==> src/rtl/core/ptte_pkg.sv <==
// ----------------------------------------------------------------------------
// ptte_pkg
// Shared types, constants and helpers of the planar tile row encoder.
// ----------------------------------------------------------------------------
package ptte_pkg;

  // Frame size limits, in tiles
  localparam int unsigned MAX_TILES_WIDE = 32;
  localparam int unsigned MAX_TILES_TALL = 32;

  // Field widths
  localparam int unsigned PIX_W      = 6;   // kept bits of a pixel
  localparam int unsigned GROUP_LEN  = 8;   // pixels per tile row
  localparam int unsigned TILES_W    = 6;   // tile count register width
  localparam int unsigned COORD_W    = 8;   // column / line counter width
  localparam int unsigned INDEX_W    = 10;  // tile index width
  localparam int unsigned ROW_W      = 3;   // row within tile
  localparam int unsigned CFG_IDX_W  = 1;

  // Register indexes on the configuration port
  localparam logic [CFG_IDX_W-1:0] CFG_TILES_WIDE = 1'b0;
  localparam logic [CFG_IDX_W-1:0] CFG_TILES_TALL = 1'b1;

  // Reset sizes
  localparam logic [TILES_W-1:0] TILES_WIDE_RST = 6'd30;
  localparam logic [TILES_W-1:0] TILES_TALL_RST = 6'd25;

  // Bit positions of the pixel parts
  localparam int unsigned BASE_LSB = 2;
  localparam int unsigned SUB_LSB  = 0;

  typedef logic [PIX_W-1:0] pixel_t;
  typedef pixel_t [GROUP_LEN-1:0] group_t;   // [0] is the newest pixel

  // Position info for the request being accepted
  typedef struct packed {
    logic               emit;        // eighth pixel of a group
    logic [INDEX_W-1:0] tile_index;
    logic [ROW_W-1:0]   tile_row;
    logic               frame_end;
  } pos_t;

  // Out-of-range sizes: 0 reads as 1, above the limit reads as the limit
  function automatic logic [TILES_W-1:0] clamp_tiles(input logic [TILES_W-1:0] v,
                                                     input logic [TILES_W-1:0] maxv);
    logic [TILES_W-1:0] r;
    if (v == '0) begin
      r = TILES_W'(1);
    end else if (v > maxv) begin
      r = maxv;
    end else begin
      r = v;
    end
    return r;
  endfunction

  // One bitplane byte: oldest pixel (grp[7]) lands in bit 7
  function automatic logic [GROUP_LEN-1:0] plane_bits(input group_t grp,
                                                      input int unsigned bitpos);
    logic [GROUP_LEN-1:0] acc;
    for (int j = 0; j < GROUP_LEN; j++) begin
      acc[j] = grp[j][bitpos];
    end
    return acc;
  endfunction

endpackage

==> src/rtl/core/ptte_cell.sv <==
// ----------------------------------------------------------------------------
// ptte_cell
// One pixel slot of the group shift chain; passes its pixel to the next
// cell whenever a new pixel request is taken.
// ----------------------------------------------------------------------------
module ptte_cell (
  input  logic             clk,
  input  logic             shift,
  input  ptte_pkg::pixel_t pix_in,
  output ptte_pkg::pixel_t pix_out
);

  ptte_pkg::pixel_t pix_r;

  // payload only, no reset
  always_ff @(posedge clk) begin
    if (shift) begin
      pix_r <= pix_in;
    end
  end

  assign pix_out = pix_r;

endmodule

==> src/rtl/core/ptte_pos.sv <==
// ----------------------------------------------------------------------------
// ptte_pos
// Frame size registers and column / line tracking. Gives the tile index,
// row and frame end flag for the pixel being accepted.
// ----------------------------------------------------------------------------
module ptte_pos (
  input  logic                              clk,
  input  logic                              rst_n,
  input  logic                              cfg_we,
  input  logic [ptte_pkg::CFG_IDX_W-1:0]    cfg_index,
  input  logic [ptte_pkg::TILES_W-1:0]      cfg_wdata,
  input  logic                              step,
  output ptte_pkg::pos_t                    pos
);

  localparam logic [ptte_pkg::TILES_W-1:0] MAX_W = ptte_pkg::TILES_W'(ptte_pkg::MAX_TILES_WIDE);
  localparam logic [ptte_pkg::TILES_W-1:0] MAX_H = ptte_pkg::TILES_W'(ptte_pkg::MAX_TILES_TALL);

  logic [ptte_pkg::TILES_W-1:0] tiles_wide_r, tiles_tall_r;
  logic [ptte_pkg::COORD_W-1:0] col_r, col_nxt, line_r, line_nxt;

  logic [ptte_pkg::TILES_W-1:0] w_eff, h_eff;
  logic [ptte_pkg::COORD_W:0]   wpix, hpix;
  logic [ptte_pkg::COORD_W-1:0] col_cur, line_cur;
  logic [ptte_pkg::COORD_W:0]   col_inc, line_inc;
  logic                         last_col, last_line;
  logic [10:0]                  tile_prod, tile_sum;

  // Size registers
  always_ff @(posedge clk) begin
    if (!rst_n) begin
      tiles_wide_r <= ptte_pkg::TILES_WIDE_RST;
      tiles_tall_r <= ptte_pkg::TILES_TALL_RST;
    end else if (cfg_we) begin
      unique case (cfg_index)
        ptte_pkg::CFG_TILES_WIDE: tiles_wide_r <= cfg_wdata;
        ptte_pkg::CFG_TILES_TALL: tiles_tall_r <= cfg_wdata;
        default: ;
      endcase
    end
  end

  assign w_eff = ptte_pkg::clamp_tiles(tiles_wide_r, MAX_W);
  assign h_eff = ptte_pkg::clamp_tiles(tiles_tall_r, MAX_H);
  assign wpix  = {w_eff, 3'b000};
  assign hpix  = {h_eff, 3'b000};

  // Restart a position left outside a shrunk frame
  assign col_cur  = ({1'b0, col_r}  >= wpix) ? '0 : col_r;
  assign line_cur = ({1'b0, line_r} >= hpix) ? '0 : line_r;

  assign col_inc   = {1'b0, col_cur}  + 9'd1;
  assign line_inc  = {1'b0, line_cur} + 9'd1;
  assign last_col  = (col_inc  >= wpix);
  assign last_line = (line_inc >= hpix);

  // Row-major tile number: 5b x 6b product plus tile column
  assign tile_prod = 11'(line_cur[ptte_pkg::COORD_W-1:3]) * 11'(w_eff);
  assign tile_sum  = tile_prod + 11'(col_cur[ptte_pkg::COORD_W-1:3]);

  always_comb begin
    pos.emit       = (col_cur[2:0] == 3'd7);
    pos.tile_index = tile_sum[ptte_pkg::INDEX_W-1:0];
    pos.tile_row   = line_cur[ptte_pkg::ROW_W-1:0];
    pos.frame_end  = last_col && last_line;
  end

  // Advance position
  always_comb begin
    if (last_col) begin
      col_nxt  = '0;
      line_nxt = last_line ? '0 : line_inc[ptte_pkg::COORD_W-1:0];
    end else begin
      col_nxt  = col_inc[ptte_pkg::COORD_W-1:0];
      line_nxt = line_cur;
    end
  end

  always_ff @(posedge clk) begin
    if (!rst_n) begin
      col_r  <= '0;
      line_r <= '0;
    end else if (step) begin
      col_r  <= col_nxt;
      line_r <= line_nxt;
    end
  end

endmodule

==> src/rtl/core/pixel_to_planar_tile_encoder.sv <==
// ----------------------------------------------------------------------------
// pixel_to_planar_tile_encoder
// Raster pixels in, planar tile rows (4 base planes, 2 sub planes) out.
// ----------------------------------------------------------------------------
// Takes one pixel request per clock. Every eighth pixel of a line produces
// one tile row request, registered and presented the cycle after that pixel
// is taken; the other pixels produce nothing. The pixel input stalls only
// while a finished tile row sits in the output register and out_ready is
// low, so with a ready sink the block runs at one pixel per cycle. The last
// seven pixels live in a seven-cell shift chain; the current pixel fills the
// eighth slot. Frame size is set through tiles_wide / tiles_tall and should
// only be written while no pixel request is pending.

module pixel_to_planar_tile_encoder (
  input  logic                              clk,
  input  logic                              rst_n,
  // configuration
  input  logic                              cfg_we,
  input  logic [ptte_pkg::CFG_IDX_W-1:0]    cfg_index,
  input  logic [ptte_pkg::TILES_W-1:0]      cfg_wdata,
  // pixel input
  input  logic                              in_valid,
  output logic                              in_ready,
  input  logic [7:0]                        in_pixel_value,
  // tile row output
  output logic                              out_valid,
  input  logic                              out_ready,
  output logic [ptte_pkg::INDEX_W-1:0]      out_tile_index,
  output logic [ptte_pkg::ROW_W-1:0]        out_tile_row,
  output logic [7:0]                        out_base_plane0,
  output logic [7:0]                        out_base_plane1,
  output logic [7:0]                        out_base_plane2,
  output logic [7:0]                        out_base_plane3,
  output logic [7:0]                        out_sub_plane0,
  output logic [7:0]                        out_sub_plane1,
  output logic                              out_frame_end
);

  localparam int unsigned CHAIN_LEN = ptte_pkg::GROUP_LEN - 1;

  logic                 in_fire;
  logic                 out_valid_r;
  ptte_pkg::pos_t       pos;
  ptte_pkg::pixel_t     pix;
  ptte_pkg::pixel_t     chain [CHAIN_LEN+1];
  ptte_pkg::group_t     grp;

  logic [ptte_pkg::INDEX_W-1:0] tile_index_r;
  logic [ptte_pkg::ROW_W-1:0]   tile_row_r;
  logic [7:0]                   base0_r, base1_r, base2_r, base3_r, sub0_r, sub1_r;
  logic                         frame_end_r;

  // Handshake: take a pixel when the output slot is free or draining
  assign in_ready = !out_valid_r || out_ready;
  assign in_fire  = in_valid && in_ready;
  assign pix      = in_pixel_value[ptte_pkg::PIX_W-1:0];

  // Position tracking
  ptte_pos u_pos (
    .clk       (clk),
    .rst_n     (rst_n),
    .cfg_we    (cfg_we),
    .cfg_index (cfg_index),
    .cfg_wdata (cfg_wdata),
    .step      (in_fire),
    .pos       (pos)
  );

  // Pixel shift chain, chain[0] is the incoming pixel
  assign chain[0] = pix;

  for (genvar k = 0; k < CHAIN_LEN; k++) begin : g_cell
    ptte_cell u_cell (
      .clk     (clk),
      .shift   (in_fire),
      .pix_in  (chain[k]),
      .pix_out (chain[k+1])
    );
  end

  // Group view: newest pixel at [0], oldest at [7]
  always_comb begin
    for (int j = 0; j < ptte_pkg::GROUP_LEN; j++) begin
      grp[j] = chain[j];
    end
  end

  // Output valid
  always_ff @(posedge clk) begin
    if (!rst_n) begin
      out_valid_r <= 1'b0;
    end else if (in_fire) begin
      out_valid_r <= pos.emit;
    end else if (out_ready) begin
      out_valid_r <= 1'b0;
    end
  end

  // Output payload
  always_ff @(posedge clk) begin
    if (in_fire && pos.emit) begin
      tile_index_r <= pos.tile_index;
      tile_row_r   <= pos.tile_row;
      frame_end_r  <= pos.frame_end;
      base0_r      <= ptte_pkg::plane_bits(grp, ptte_pkg::BASE_LSB);
      base1_r      <= ptte_pkg::plane_bits(grp, ptte_pkg::BASE_LSB + 1);
      base2_r      <= ptte_pkg::plane_bits(grp, ptte_pkg::BASE_LSB + 2);
      base3_r      <= ptte_pkg::plane_bits(grp, ptte_pkg::BASE_LSB + 3);
      sub0_r       <= ptte_pkg::plane_bits(grp, ptte_pkg::SUB_LSB);
      sub1_r       <= ptte_pkg::plane_bits(grp, ptte_pkg::SUB_LSB + 1);
    end
  end

  assign out_valid       = out_valid_r;
  assign out_tile_index  = tile_index_r;
  assign out_tile_row    = tile_row_r;
  assign out_base_plane0 = base0_r;
  assign out_base_plane1 = base1_r;
  assign out_base_plane2 = base2_r;
  assign out_base_plane3 = base3_r;
  assign out_sub_plane0  = sub0_r;
  assign out_sub_plane1  = sub1_r;
  assign out_frame_end   = frame_end_r;

  // Assertions
  // A frame end always falls on the bottom row of a tile
  a_frame_end_row: assert property (@(posedge clk) disable iff (!rst_n)
    (out_valid_r && frame_end_r) |-> (tile_row_r == 3'd7))
    else $error("frame end on a row other than the last of its tile");

  // Eighth pixel of a group always loads the output register
  a_emit_loads: assert property (@(posedge clk) disable iff (!rst_n)
    (in_fire && pos.emit) |=> out_valid_r)
    else $error("tile row lost after eighth pixel");

  // No tile row appears without a pixel request
  a_no_spurious: assert property (@(posedge clk) disable iff (!rst_n)
    (!in_fire && !out_valid_r) |=> !out_valid_r)
    else $error("tile row produced without an input pixel");

endmodule

==> config.mk <==
export PLATFORM = sky130hd
export DESIGN_NAME = pixel_to_planar_tile_encoder
export DESIGN_NICKNAME = d
export VERILOG_FILES = /design/src/rtl/core/ptte_pkg.sv /design/src/rtl/core/ptte_cell.sv /design/src/rtl/core/ptte_pos.sv /design/src/rtl/core/pixel_to_planar_tile_encoder.sv
export SDC_FILE = /design/constraint.sdc
export NUM_CORES = 1
export LEC_CHECK = 0
export BUFFER_PORTS_ARGS = -buffer_cell sky130_fd_sc_hd__buf_2
export CAP_MARGIN = 30
export CORE_ASPECT_RATIO = 0.9
export CORE_MARGIN = 5
export CORE_UTILIZATION = 40
export DETAILED_ROUTE_END_ITERATION = 6
export GPL_ROUTABILITY_DRIVEN = 0
export PLACE_DENSITY = 0.59
export RECOVER_POWER = 100
export SLEW_MARGIN = 20
export SYNTH_ARGS = -nofsm -noshare
export SYNTH_HDL_FRONTEND = slang
export SYNTH_HIERARCHICAL = 1
export SYNTH_SLANG_ARGS = --single-unit
==> constraint.sdc <==
create_clock -name clk -period 5.7 [get_ports clk]
set_input_delay 0.285 -clock clk [delete_from_list [all_inputs] [get_ports clk]]
set_output_delay 0.285 -clock clk [all_outputs]
set_load 0.02 [all_outputs]
==> flow_summary.json, run 1 <==
{
  "outcome": "finished, violations left",
  "violations": "max-capacitance violations, max-slew violations",
  "wl_um": 11460,
  "ys_ff_latch": 133,
  "seq_area_frac_synth": 0.5945,
  "clock-sinks": 133,
  "n_antenna_cell": 0,
  "io_buffer_count": 81,
  "syn_area_per_cell_sq_um": 12.74,
  "synth_top_area_share": 0.5013,
  "synth_top_cell_by_area": "edfxtp_1",
  "p_seq_frac": 0.491,
  "design_area_sq_mm": 0.007340,
  "crit_top_cell": "fa_1",
  "grt_overflow": 0,
  "vdd_drop_max_v": 0.0002047,
  "async_flop_share": 0,
  "grt_pass1_wl_um": 18730,
  "core_sq_mm": 0.01533,
  "vias_per_cell": 4.779,
  "final_nets": 666,
  "synth_fa_ha_area_frac": 0.1398,
  "die_area_sq_mm": 0.01817,
  "fin_tns_setup_ns": 0,
  "worstSetupStartpoint": "u_pos/tiles_tall_r[5]$_SDFFE_PN0P_",
  "synth-edff-count": 104,
  "grt_max_degree": 63,
  "clock_path_buffers": 2,
  "finalHoldViolCount": 0,
  "synth-simple-area-share": 0.1394,
  "area_growth_pct": 17.81,
  "syn_nets": 569,
  "end_kind": "flop",
  "clkPwrFrac": 0.477,
  "synth_compound_area_frac": 0.07190,
  "switchingPower_w": 0.0004991,
  "synth_xor_area_frac": 0.02189,
  "pin_count": 84,
  "hpwl_um": 8396,
  "finalCritPeriodShare": 0.9300,
  "slowest_stage": "fa_1",
  "synth_most_common_cell": "edfxtp_1",
  "cap_violations": 2,
  "path_class": "reg2reg",
  "synth.distinct_cells": 57,
  "vias": 3828,
  "clk_latency_ns": 0.41,
  "syn_area_sq_mm": 0.006230,
  "max_stage_delay_ns": 0.54,
  "die_h_um": 128.4,
  "critical_path.cell_chain": "inv_1 -> nand2_1 -> ha_1 -> a21o_1 -> a21oi_1 -> and2_0 -> a21o_2 -> and2_1 -> nand2_1 -> fa_1 -> fa_1 -> fa_1 -> inv_1 -> ha_1 -> a21oi_1 -> o21ai_0 -> o41ai_1 -> xnor3_1",
  "worstPathMaxFanout": 12,
  "antenna_found_initial": 0,
  "rsz0062_at_grt": "false",
  "wire_per_inst_um": 14.30,
  "clk_pin_slew_ns": 0.06,
  "hold_path.class": "in2reg",
  "crit_arrival_ns": 5.46,
  "drtIter0Drc": 195,
  "finalClockSkew_ns": 0.008271,
  "setup_viol": 0,
  "swShare": 0.2252,
  "synthTopCellsByCount": "edfxtp_1 (104), nand2_1 (55), ha_1 (44), inv_1 (39), nor2_1 (37)",
  "syn_inst": 489,
  "combPwrFrac": 0.032,
  "layout_min_cycle_time_ns": 5.301,
  "worstSetupStartpointType": "flop",
  "cts_root_buf": "clkbuf_16",
  "relSlewSlack": -1.253,
  "dieWidth_um": 141.5,
  "synthMuxAreaShare": 0,
  "powerDensity_mw_per_mm2": 301.9,
  "ys_top_cells_by_area": "edfxtp_1 (50%), dfxtp_1 (9.3%), ha_1 (8.8%)",
  "fillers": 1422,
  "ant_nets": 0,
  "row_count": 43,
  "grt_pass1_vias": 3890,
  "synth_top_family_by_area": "adder cells",
  "synth_flop_cell": "edfxtp_1",
  "leakage_nw": 2.898,
  "drv_slew": 117,
  "start_util": 0.4063,
  "p_int_w": 0.001717,
  "cts_buffers": 17,
  "hold_path.startpoint": "in_pixel_value[1]",
  "worstMarginPinSlew_ns": 3.379,
  "clock.fmax_mhz": 188.6,
  "h-tree-depth": 4,
  "hold_buffers": 0,
  "required_ns": 5.85,
  "drc": 0,
  "drt_first_pass_iters": 4,
  "r2r-start": "u_pos/tiles_tall_r[5]$_SDFFE_PN0P_",
  "drive_above_1_share": 0.09850,
  "yosys_warnings": 6,
  "place_area_sq_mm": 0.006885,
  "grtUsageTotal": 0.1310,
  "cts_tree": "yes"
}
-- flip-flops by register name, indices dropped and copies added, names as in the netlist --
signal                 flops
out_frame_end              1
u_pos/col_r                8
g_cell.u_cell/pix_out     42
out_base_plane0            8
out_base_plane2            8
out_tile_index            10
out_base_plane1            8
out_sub_plane1             8
out_valid                  1
u_pos/tiles_wide_r         6
u_pos/tiles_tall_r         6
u_pos/line_r               8
out_base_plane3            8
out_sub_plane0             8
out_tile_row               3
-- layout by cell type (no fill, tap or decap), types with 3 or more instances in the layout --
cell type and n:
xnor2_1 10, and2_1 7, inv_6 7, nand2_1 56, and3_1 7, o21ai_0 9
a22o_1 7, edfxtp_1 104, xor2_1 3, nor2_1 37, nor4_1 3, nand3_1 23
fa_1 16, o31ai_1 4, ha_1 44, inv_8 3, dfxtp_1 29, inv_1 39
nand2b_1 9, clkinvlp_4 3, clkbuf_16 17, and2_0 5, o2bb2ai_1 3, a21oi_1 11
a21boi_0 8, buf_4 3, nor2b_1 10, clkbuf_1 70, buf_2 12
-- cell families after synthesis --
logic type      after synthesis
simple gates                174
compound gates               60
buf+inv                      48
flops                       133
xor+xnor                     14
fa+ha+maj                    60
-- worst max-delay path, delay by kind of cell, from the launching register on --
family | cells | cell delay (ns)
adder cells (fa/ha/maj) | 5 | 2.16
AO/OA/AOI/OAI | 6 | 1.22
AND/OR/NAND/NOR | 4 | 0.60
flip-flops | 1 | 0.45
XOR/XNOR | 1 | 0.44
buffers and inverters | 2 | 0.18
-- final timing paths --
path	to	slack, ns	depth (start not counted)
setup / recovery	out_tile_index[9]$_DFFE_PP_	0.40	18
hold / removal	out_sub_plane1[0]$_DFFE_PP_	0.06	1
setup reg to reg	out_tile_index[9]$_DFFE_PP_	0.40	18
hold reg to reg	out_sub_plane0[7]$_DFFE_PP_	0.43	0
-- layout make-up --
| class | instances | area (sq um) | area share |
|---|---|---|---|
| sequential | 133 | 3704 | 0.5046 |
| multi-input combinational | 308 | 2301 | 0.3135 |
| clock buffer | 17 | 425.4 | 0.05796 |
| timing repair buffer | 86 | 350.3 | 0.04773 |
| tap | 202 | 252.7 | 0.03444 |
| clock inverter | 15 | 156.4 | 0.02131 |
| inverter | 40 | 150.1 | 0.02046 |
-- power groups by stage --
stage               clock (W)  combinational (W)  sequential (W)
finish                0.00106          0.0000710         0.00109
global route          0.00113          0.0000814         0.00109
CTS                   0.00108          0.0000736         0.00109
detailed placement          0          0.0000733         0.00111
global placement            0          0.0000710         0.00110
floorplan                   0          0.0000501         0.00110
-- through the flow --
stage	power (W)	std cells	setup slack, ns	util	hold WS, ns
floorplan	0.001151	489	0.7528	-	0.3839
global placement	0.001175	769	0.3706	0.4490	0.4006
detailed placement	0.001180	769	0.3456	0.4490	0.4172
global route	0.002303	801	0.03843	0.4787	0.03269
CTS	0.002238	801	0.3276	0.4870	0.04364
finish	0.002216	801	0.3988	0.4787	0.06406
-- timing repair --
action / CTS / global route
gates resized for setup: 0 / 1
setup buffers: 0 / 0
setup endpoints to repair: 0 / 1
-- per-layer routing --
metal,GRT usage,share of wire,vias to the layer above
met1,0.1684,0.47,1807
li1,-,-,1934
met4,0.03894,0.0078,0
met3,0.04496,0.051,7
met5,0,0,-
met2,0.2117,0.48,80
Power figures use the tool's default switching activity.
==> inputs of run 2 (changes only) <==
Settings changed: ABC_AREA from default to 1.
==> flow_summary.json, run 2 <==
{
  "die_area_sq_mm": 0.01882,
  "crit_arrival_ns": 5.35,
  "vias": 4313,
  "clk_pin_slew_ns": 0.06,
  "postCtsSetupBuffers": 0,
  "path_class": "reg2reg",
  "whs_ns": 0.06276,
  "cts_tree": "yes",
  "hold_buffers": 0,
  "wl_um": 12410,
  "synth-edff-count": 104,
  "r2r-start": "u_pos/tiles_wide_r[5]$_SDFFE_PN0P_",
  "grt_pass1_wl_um": 20100,
  "n_antenna_cell": 0,
  "design_area_sq_mm": 0.007585,
  "most-common-layout-cells": "nand2_1 (111), edfxtp_1 (104), inv_1 (94)",
  "clock-sinks": 133,
  "row_count": 44,
  "drtIter0Drc": 216,
  "die_h_um": 130.6,
  "h-tree-depth": 4,
  "worstPathMaxFanout": 10,
  "start_util": 0.4037,
  "cap_violations": 2,
  "syn_area_per_cell_sq_um": 10.89,
  "seq_area_frac_synth": 0.5726,
  "layout_commonest_cell": "nand2_1",
  "antenna_found_initial": 0,
  "syn_inst": 594,
  "drc": 0,
  "syn_nets": 674,
  "fin_tns_setup_ns": 0,
  "setup_viol": 0,
  "grt_max_degree": 59,
  "hold_path.startpoint": "in_pixel_value[2]",
  "hold_end": "out_base_plane0[0]$_DFFE_PP_",
  "final_nets": 773,
  "grt_overflow": 0,
  "synth.distinct_cells": 35,
  "hold_path.class": "in2reg",
  "core_sq_mm": 0.01602,
  "yosys_warnings": 6,
  "powerDensity_mw_per_mm2": 293.8,
  "vias_per_cell": 4.724,
  "r2r_cells": 24,
  "cp.buffers_inverters": 3,
  "drt_first_pass_iters": 5,
  "cts_buffers": 17,
  "drive_above_1_share": 0.1006,
  "io_buffer_count": 81,
  "required_ns": 5.86,
  "critical_path.cell_chain": "nand2_1 -> nand2_1 -> ha_1 -> inv_1 -> nor2_1 -> nor2_1 -> nor2_1 -> nor2_4 -> nand2_1 -> nor2_1 -> inv_1 -> fa_1 -> fa_1 -> fa_1 -> inv_1 -> ha_1 -> a21oi_1 -> nand2_1 -> a21oi_1 -> o21bai_1 -> nand2_1 -> nand2_1 -> a21oi_1 -> xor2_1",
  "crit_family": "adder cells",
  "finalClockSkew_ns": 0.009029,
  "async_flop_share": 0,
  "clk_latency_ns": 0.41,
  "synth_most_common_cell": "nand2_1",
  "leakage_nw": 3.178,
  "worstMarginPinSlew_ns": 2.501,
  "finalHoldViolCount": 0,
  "place_area_sq_mm": 0.007146,
  "slowest_stage": "dfxtp_1",
  "end_kind": "flop",
  "min_path_cells": 1,
  "worstSetupStartpointType": "flop",
  "ant_nets": 0,
  "vdd_drop_max_v": 0.0002218,
  "ff2ff_setup_slack_ns": 0.51,
  "clock_path_buffers": 2,
  "synth_flop_cell": "edfxtp_1",
  "max_stage_delay_ns": 0.55,
  "fin_util": 0.4734,
  "synthTopCellsByCount": "nand2_1 (108), edfxtp_1 (104), inv_1 (91), nor2_1 (75), ha_1 (44)",
  "syn_area_sq_mm": 0.006467,
  "pin_count": 84,
  "crit_top_cell": "nand2_1",
  "grtUsageTotal": 0.1373,
  "relSlewSlack": -0.6675,
  "wire_per_inst_um": 13.59,
  "synth_top_area_share": 0.4829,
  "outcome": "finished, violations left",
  "p_total_w": 0.002228,
  "layout_min_cycle_time_ns": 5.189,
  "ys_top_cells_by_area": "edfxtp_1 (48%), dfxtp_1 (9.0%), ha_1 (8.5%)",
  "ys_ff_latch": 133,
  "cts_root_buf": "clkbuf_16",
  "grt_pass1_vias": 4243,
  "hpwl_um": 8898,
  "clock.fmax_mhz": 192.7,
  "rsz0062_at_grt": "false",
  "drv_slew": 104,
  "dieWidth_um": 144.0,
  "synth_top_cell_by_area": "edfxtp_1",
  "finalCritPeriodShare": 0.9103,
  "largest_reg_flops": 42,
  "area_growth_pct": 17.28,
  "violations": "max-capacitance violations, max-slew violations",
  "r2r-end": "out_tile_index[9]$_DFFE_PP_",
  "cts_resized": 0
}
==> run 2: cell count changes after synthesis, sizes merged, moves of 10 or more <==
cell | previous run | this run
nand2 | 56 | 114
nand2b | 10 | 0
inv | 40 | 98
a21oi | 13 | 25
nor2b | 11 | 0
nor2 | 37 | 86
nand4 | 2 | 13
and2 | 12 | 0
==> run 2: kinds of logic (layout without fill, tap and decap cells) <==
kind of cell | count (synthesis) | after routing | synth area share
xor+xnor | 11 | 11 | 0.01490
fa+ha+maj | 60 | 60 | 0.1346
simple gates | 246 | 246 | 0.1820
buf+inv | 102 | 214 | 0.06075
flops | 133 | 133 | 0.5726
compound gates | 42 | 42 | 0.03502
==> run 2: worst max-delay path by stage <==
stage                                         to  cells after the start  slack, ns                               start
floorplan           out_base_plane0[0]$_DFFE_PP_                     18       0.84  u_pos/tiles_wide_r[0]$_SDFFE_PN0P_
global placement     out_tile_index[8]$_DFFE_PP_                     23       0.66  u_pos/tiles_tall_r[2]$_SDFFE_PN0P_
detailed placement   out_tile_index[8]$_DFFE_PP_                     23       0.60  u_pos/tiles_tall_r[2]$_SDFFE_PN0P_
CTS                  out_tile_index[8]$_DFFE_PP_                     23       0.60  u_pos/tiles_tall_r[2]$_SDFFE_PN0P_
global route         out_tile_index[9]$_DFFE_PP_                     26       0.12  u_pos/tiles_tall_r[2]$_SDFFE_PN0P_
finish               out_tile_index[9]$_DFFE_PP_                     24       0.51  u_pos/tiles_wide_r[5]$_SDFFE_PN0P_
==> run 2: routing by layer <==
layer	share of wire	wire length (um)	vias up	GRT usage
met1	0.45	5645	2057	0.1786
met3	0.047	586	13	0.03166
met5	0	0	-	0
li1	-	-	2160	-
met4	0.014	168	0	0.05703
met2	0.48	6010	83	0.2225
==> run 2: worst register-to-register path, delay by kind of cell, from the launching register on <==
kind / cells / cell delay, ns
buffers and inverters: 3 / 0.22
AND/OR/NAND/NOR: 11 / 1.43
flip-flops: 1 / 0.55
adder cells (fa/ha/maj): 5 / 2.12
XOR/XNOR: 1 / 0.08
AO/OA/AOI/OAI: 4 / 0.53
==> run 2: cell type report <==
type	instances	area [sq um]
clock buffers	18	429.2
clock inverters	14	151.4
fillers	1503	8436
inverters	98	370.4
multi-input cells	359	2333
flip-flops and latches	133	3704
well taps	207	259.0
repair buffers	84	337.8
==> run 2: metrics by stage <==
stage               std cells  setup slack, ns
floorplan                 594           0.8443
global placement          881           0.6622
detailed placement        881           0.6031
CTS                       913           0.6004
global route              913           0.1237
finish                    913           0.5112
==> run 2: power breakdown <==
group / switching [W] / internal, W
sequential: 0.0000127 / 0.00107
combinational: 0.0000612 / 0.0000260
clock: 0.000411 / 0.000646
==> inputs of run 3 (changes only) <==
Settings changed: CORE_UTILIZATION 40 to 44, PLACE_DENSITY 0.59 to 0.63.
==> flow_summary.json, run 3 (synthesized netlist as in run 2, its figures left out) <==
{
  "postCtsSetupBuffers": 0,
  "row_count": 42,
  "clock.fmax_mhz": 194.1,
  "cts_resized": 0,
  "clock-sinks": 133,
  "clock_path_buffers": 2,
  "required_ns": 5.87,
  "vdd_drop_max_v": 0.0002030,
  "worstSetupStartpointType": "flop",
  "worstMarginPinSlew_ns": 2.483,
  "ff2ff_setup_slack_ns": 0.55,
  "layout_commonest_cell": "nand2_1",
  "vias_per_cell": 4.768,
  "dp.cells": 872,
  "wire_per_inst_um": 13.47,
  "rsz0062_at_grt": "false",
  "end_kind": "flop",
  "place_area_sq_mm": 0.007134,
  "fin_cells": 904,
  "worstPathMaxFanout": 7,
  "outcome": "finished, violations left",
  "clk_latency_ns": 0.42,
  "cts_root_buf": "clkbuf_16",
  "grt_pass1_vias": 4308,
  "cts_tree": "yes",
  "clk_pin_slew_ns": 0.06,
  "h-tree-depth": 4,
  "die_h_um": 125.0,
  "grt_max_degree": 58,
  "drt_first_pass_iters": 5,
  "design_area_sq_mm": 0.007586,
  "layout_min_cycle_time_ns": 5.153,
  "finalHoldViolCount": 0,
  "wl_um": 12170,
  "final_nets": 773,
  "dieWidth_um": 137.8,
  "drv_slew": 45,
  "r2r-end": "out_tile_index[8]$_DFFE_PP_",
  "leakage_nw": 3.194,
  "r2r_cells": 23,
  "setup_viol": 0,
  "hold_buffers": 0,
  "finalCritPeriodShare": 0.9040,
  "relSlewSlack": -0.6552,
  "start_util": 0.4443,
  "cap_violations": 1,
  "powerDensity_mw_per_mm2": 300.8,
  "finalClockSkew_ns": 0.009581,
  "grtUsageTotal": 0.1530,
  "crit_arrival_ns": 5.32,
  "most-common-layout-cells": "nand2_1 (111), edfxtp_1 (104), inv_1 (93)",
  "grt_overflow": 0,
  "hpwl_um": 8616,
  "worstSetupStartpoint": "u_pos/tiles_tall_r[2]$_SDFFE_PN0P_",
  "critPathCapture": "out_tile_index[8]$_DFFE_PP_",
  "ant_nets": 0,
  "largest_reg_flops": 42,
  "cts_buffers": 17,
  "violations": "max-capacitance violations, max-slew violations",
  "drive_above_1_share": 0.09773,
  "hold_path.startpoint": "in_pixel_value[5]",
  "min_path_cells": 1,
  "p_total_w": 0.002282,
  "path_class": "reg2reg",
  "r2r-start": "u_pos/tiles_tall_r[2]$_SDFFE_PN0P_",
  "drc": 0,
  "area_growth_pct": 17.30,
  "grt_pass1_wl_um": 20840,
  "pin_count": 84,
  "io_buffer_count": 81,
  "n_antenna_cell": 0,
  "hold_path.class": "in2reg",
  "core_sq_mm": 0.01456,
  "antenna_found_initial": 0,
  "vias": 4310,
  "die_area_sq_mm": 0.01723,
  "drtIter0Drc": 290,
  "fin_tns_setup_ns": 0
}
==> run 3: cell count changes in the layout (fill, tap and decap cells not counted), moves of 2 or more <==
| cell | before | now |
|---|---|---|
| buf_2 | 14 | 12 |
| inv_6 | 3 | 5 |
| clkbuf_1 | 69 | 72 |
| nor2_1 | 75 | 77 |
| clkinvlp_4 | 4 | 1 |
==> run 3: worst max-delay path, cell delays in order, from the launching register on <==
cell,delay [ns]
dfxtp_1,0.32
nor3_1,0.17
nand2_1,0.09
o21ai_0,0.32
ha_1,0.22
inv_1,0.04
a21oi_1,0.12
nor2_1,0.11
nor2_8,0.15
nand2_4,0.13
nor2_2,0.22
inv_1,0.16
nor2_1,0.17
fa_1,0.44
fa_1,0.54
inv_1,0.05
fa_1,0.52
inv_1,0.04
ha_1,0.34
nand2_1,0.07
o21ai_0,0.28
a21oi_1,0.11
o21ai_0,0.20
xor2_1,0.09
==> run 3: worst min-delay path by stage <==
stage,endpoint,slack (ns)
final,out_base_plane3[0]$_DFFE_PP_,0.06
after global routing,out_base_plane3[0]$_DFFE_PP_,0.05
after CTS,out_base_plane3[0]$_DFFE_PP_,0.04
after detailed placement,out_sub_plane1[7]$_DFFE_PP_,0.40
after global placement,out_sub_plane1[7]$_DFFE_PP_,0.40
after floorplan,out_valid$_SDFFE_PN0P_,0.38
==> run 3: cell type report <==
cell class	instances	area, sq um
multi-input cells	359	2328
fillers	1282	6970
repair buffers	84	335.3
clock buffers	19	432.9
inverters	98	369.1
flip-flops and latches	133	3704
clock inverters	13	168.9
well taps	198	247.7
==> run 3: layer usage <==
metal	routed length (um)	up-vias	track usage
met4	251	0	0.06217
li1	-	2163	-
met5	0	-	0
met2	5784	112	0.2428
met1	5583	2015	0.2025
met3	555	20	0.03574
==> run 3: power by group <==
group          switching [W]   total, W  internal (W)
Clock               0.000419    0.00111      0.000694
Sequential         0.0000129    0.00108       0.00107
Combinational      0.0000596  0.0000853     0.0000257
Total               0.000491    0.00228       0.00179
==> run 3: stage by stage <==
step / utilization / hold WS (ns) / setup slack [ns]
after CTS: 0.5315 / 0.04231 / 0.5753
after detailed placement: 0.4901 / 0.4045 / 0.5879
after global routing: 0.5211 / 0.05187 / 0.1610
final: 0.5211 / 0.06251 / 0.5473
after global placement: 0.4901 / 0.4001 / 0.6673
after floorplan: - / 0.3826 / 0.8443
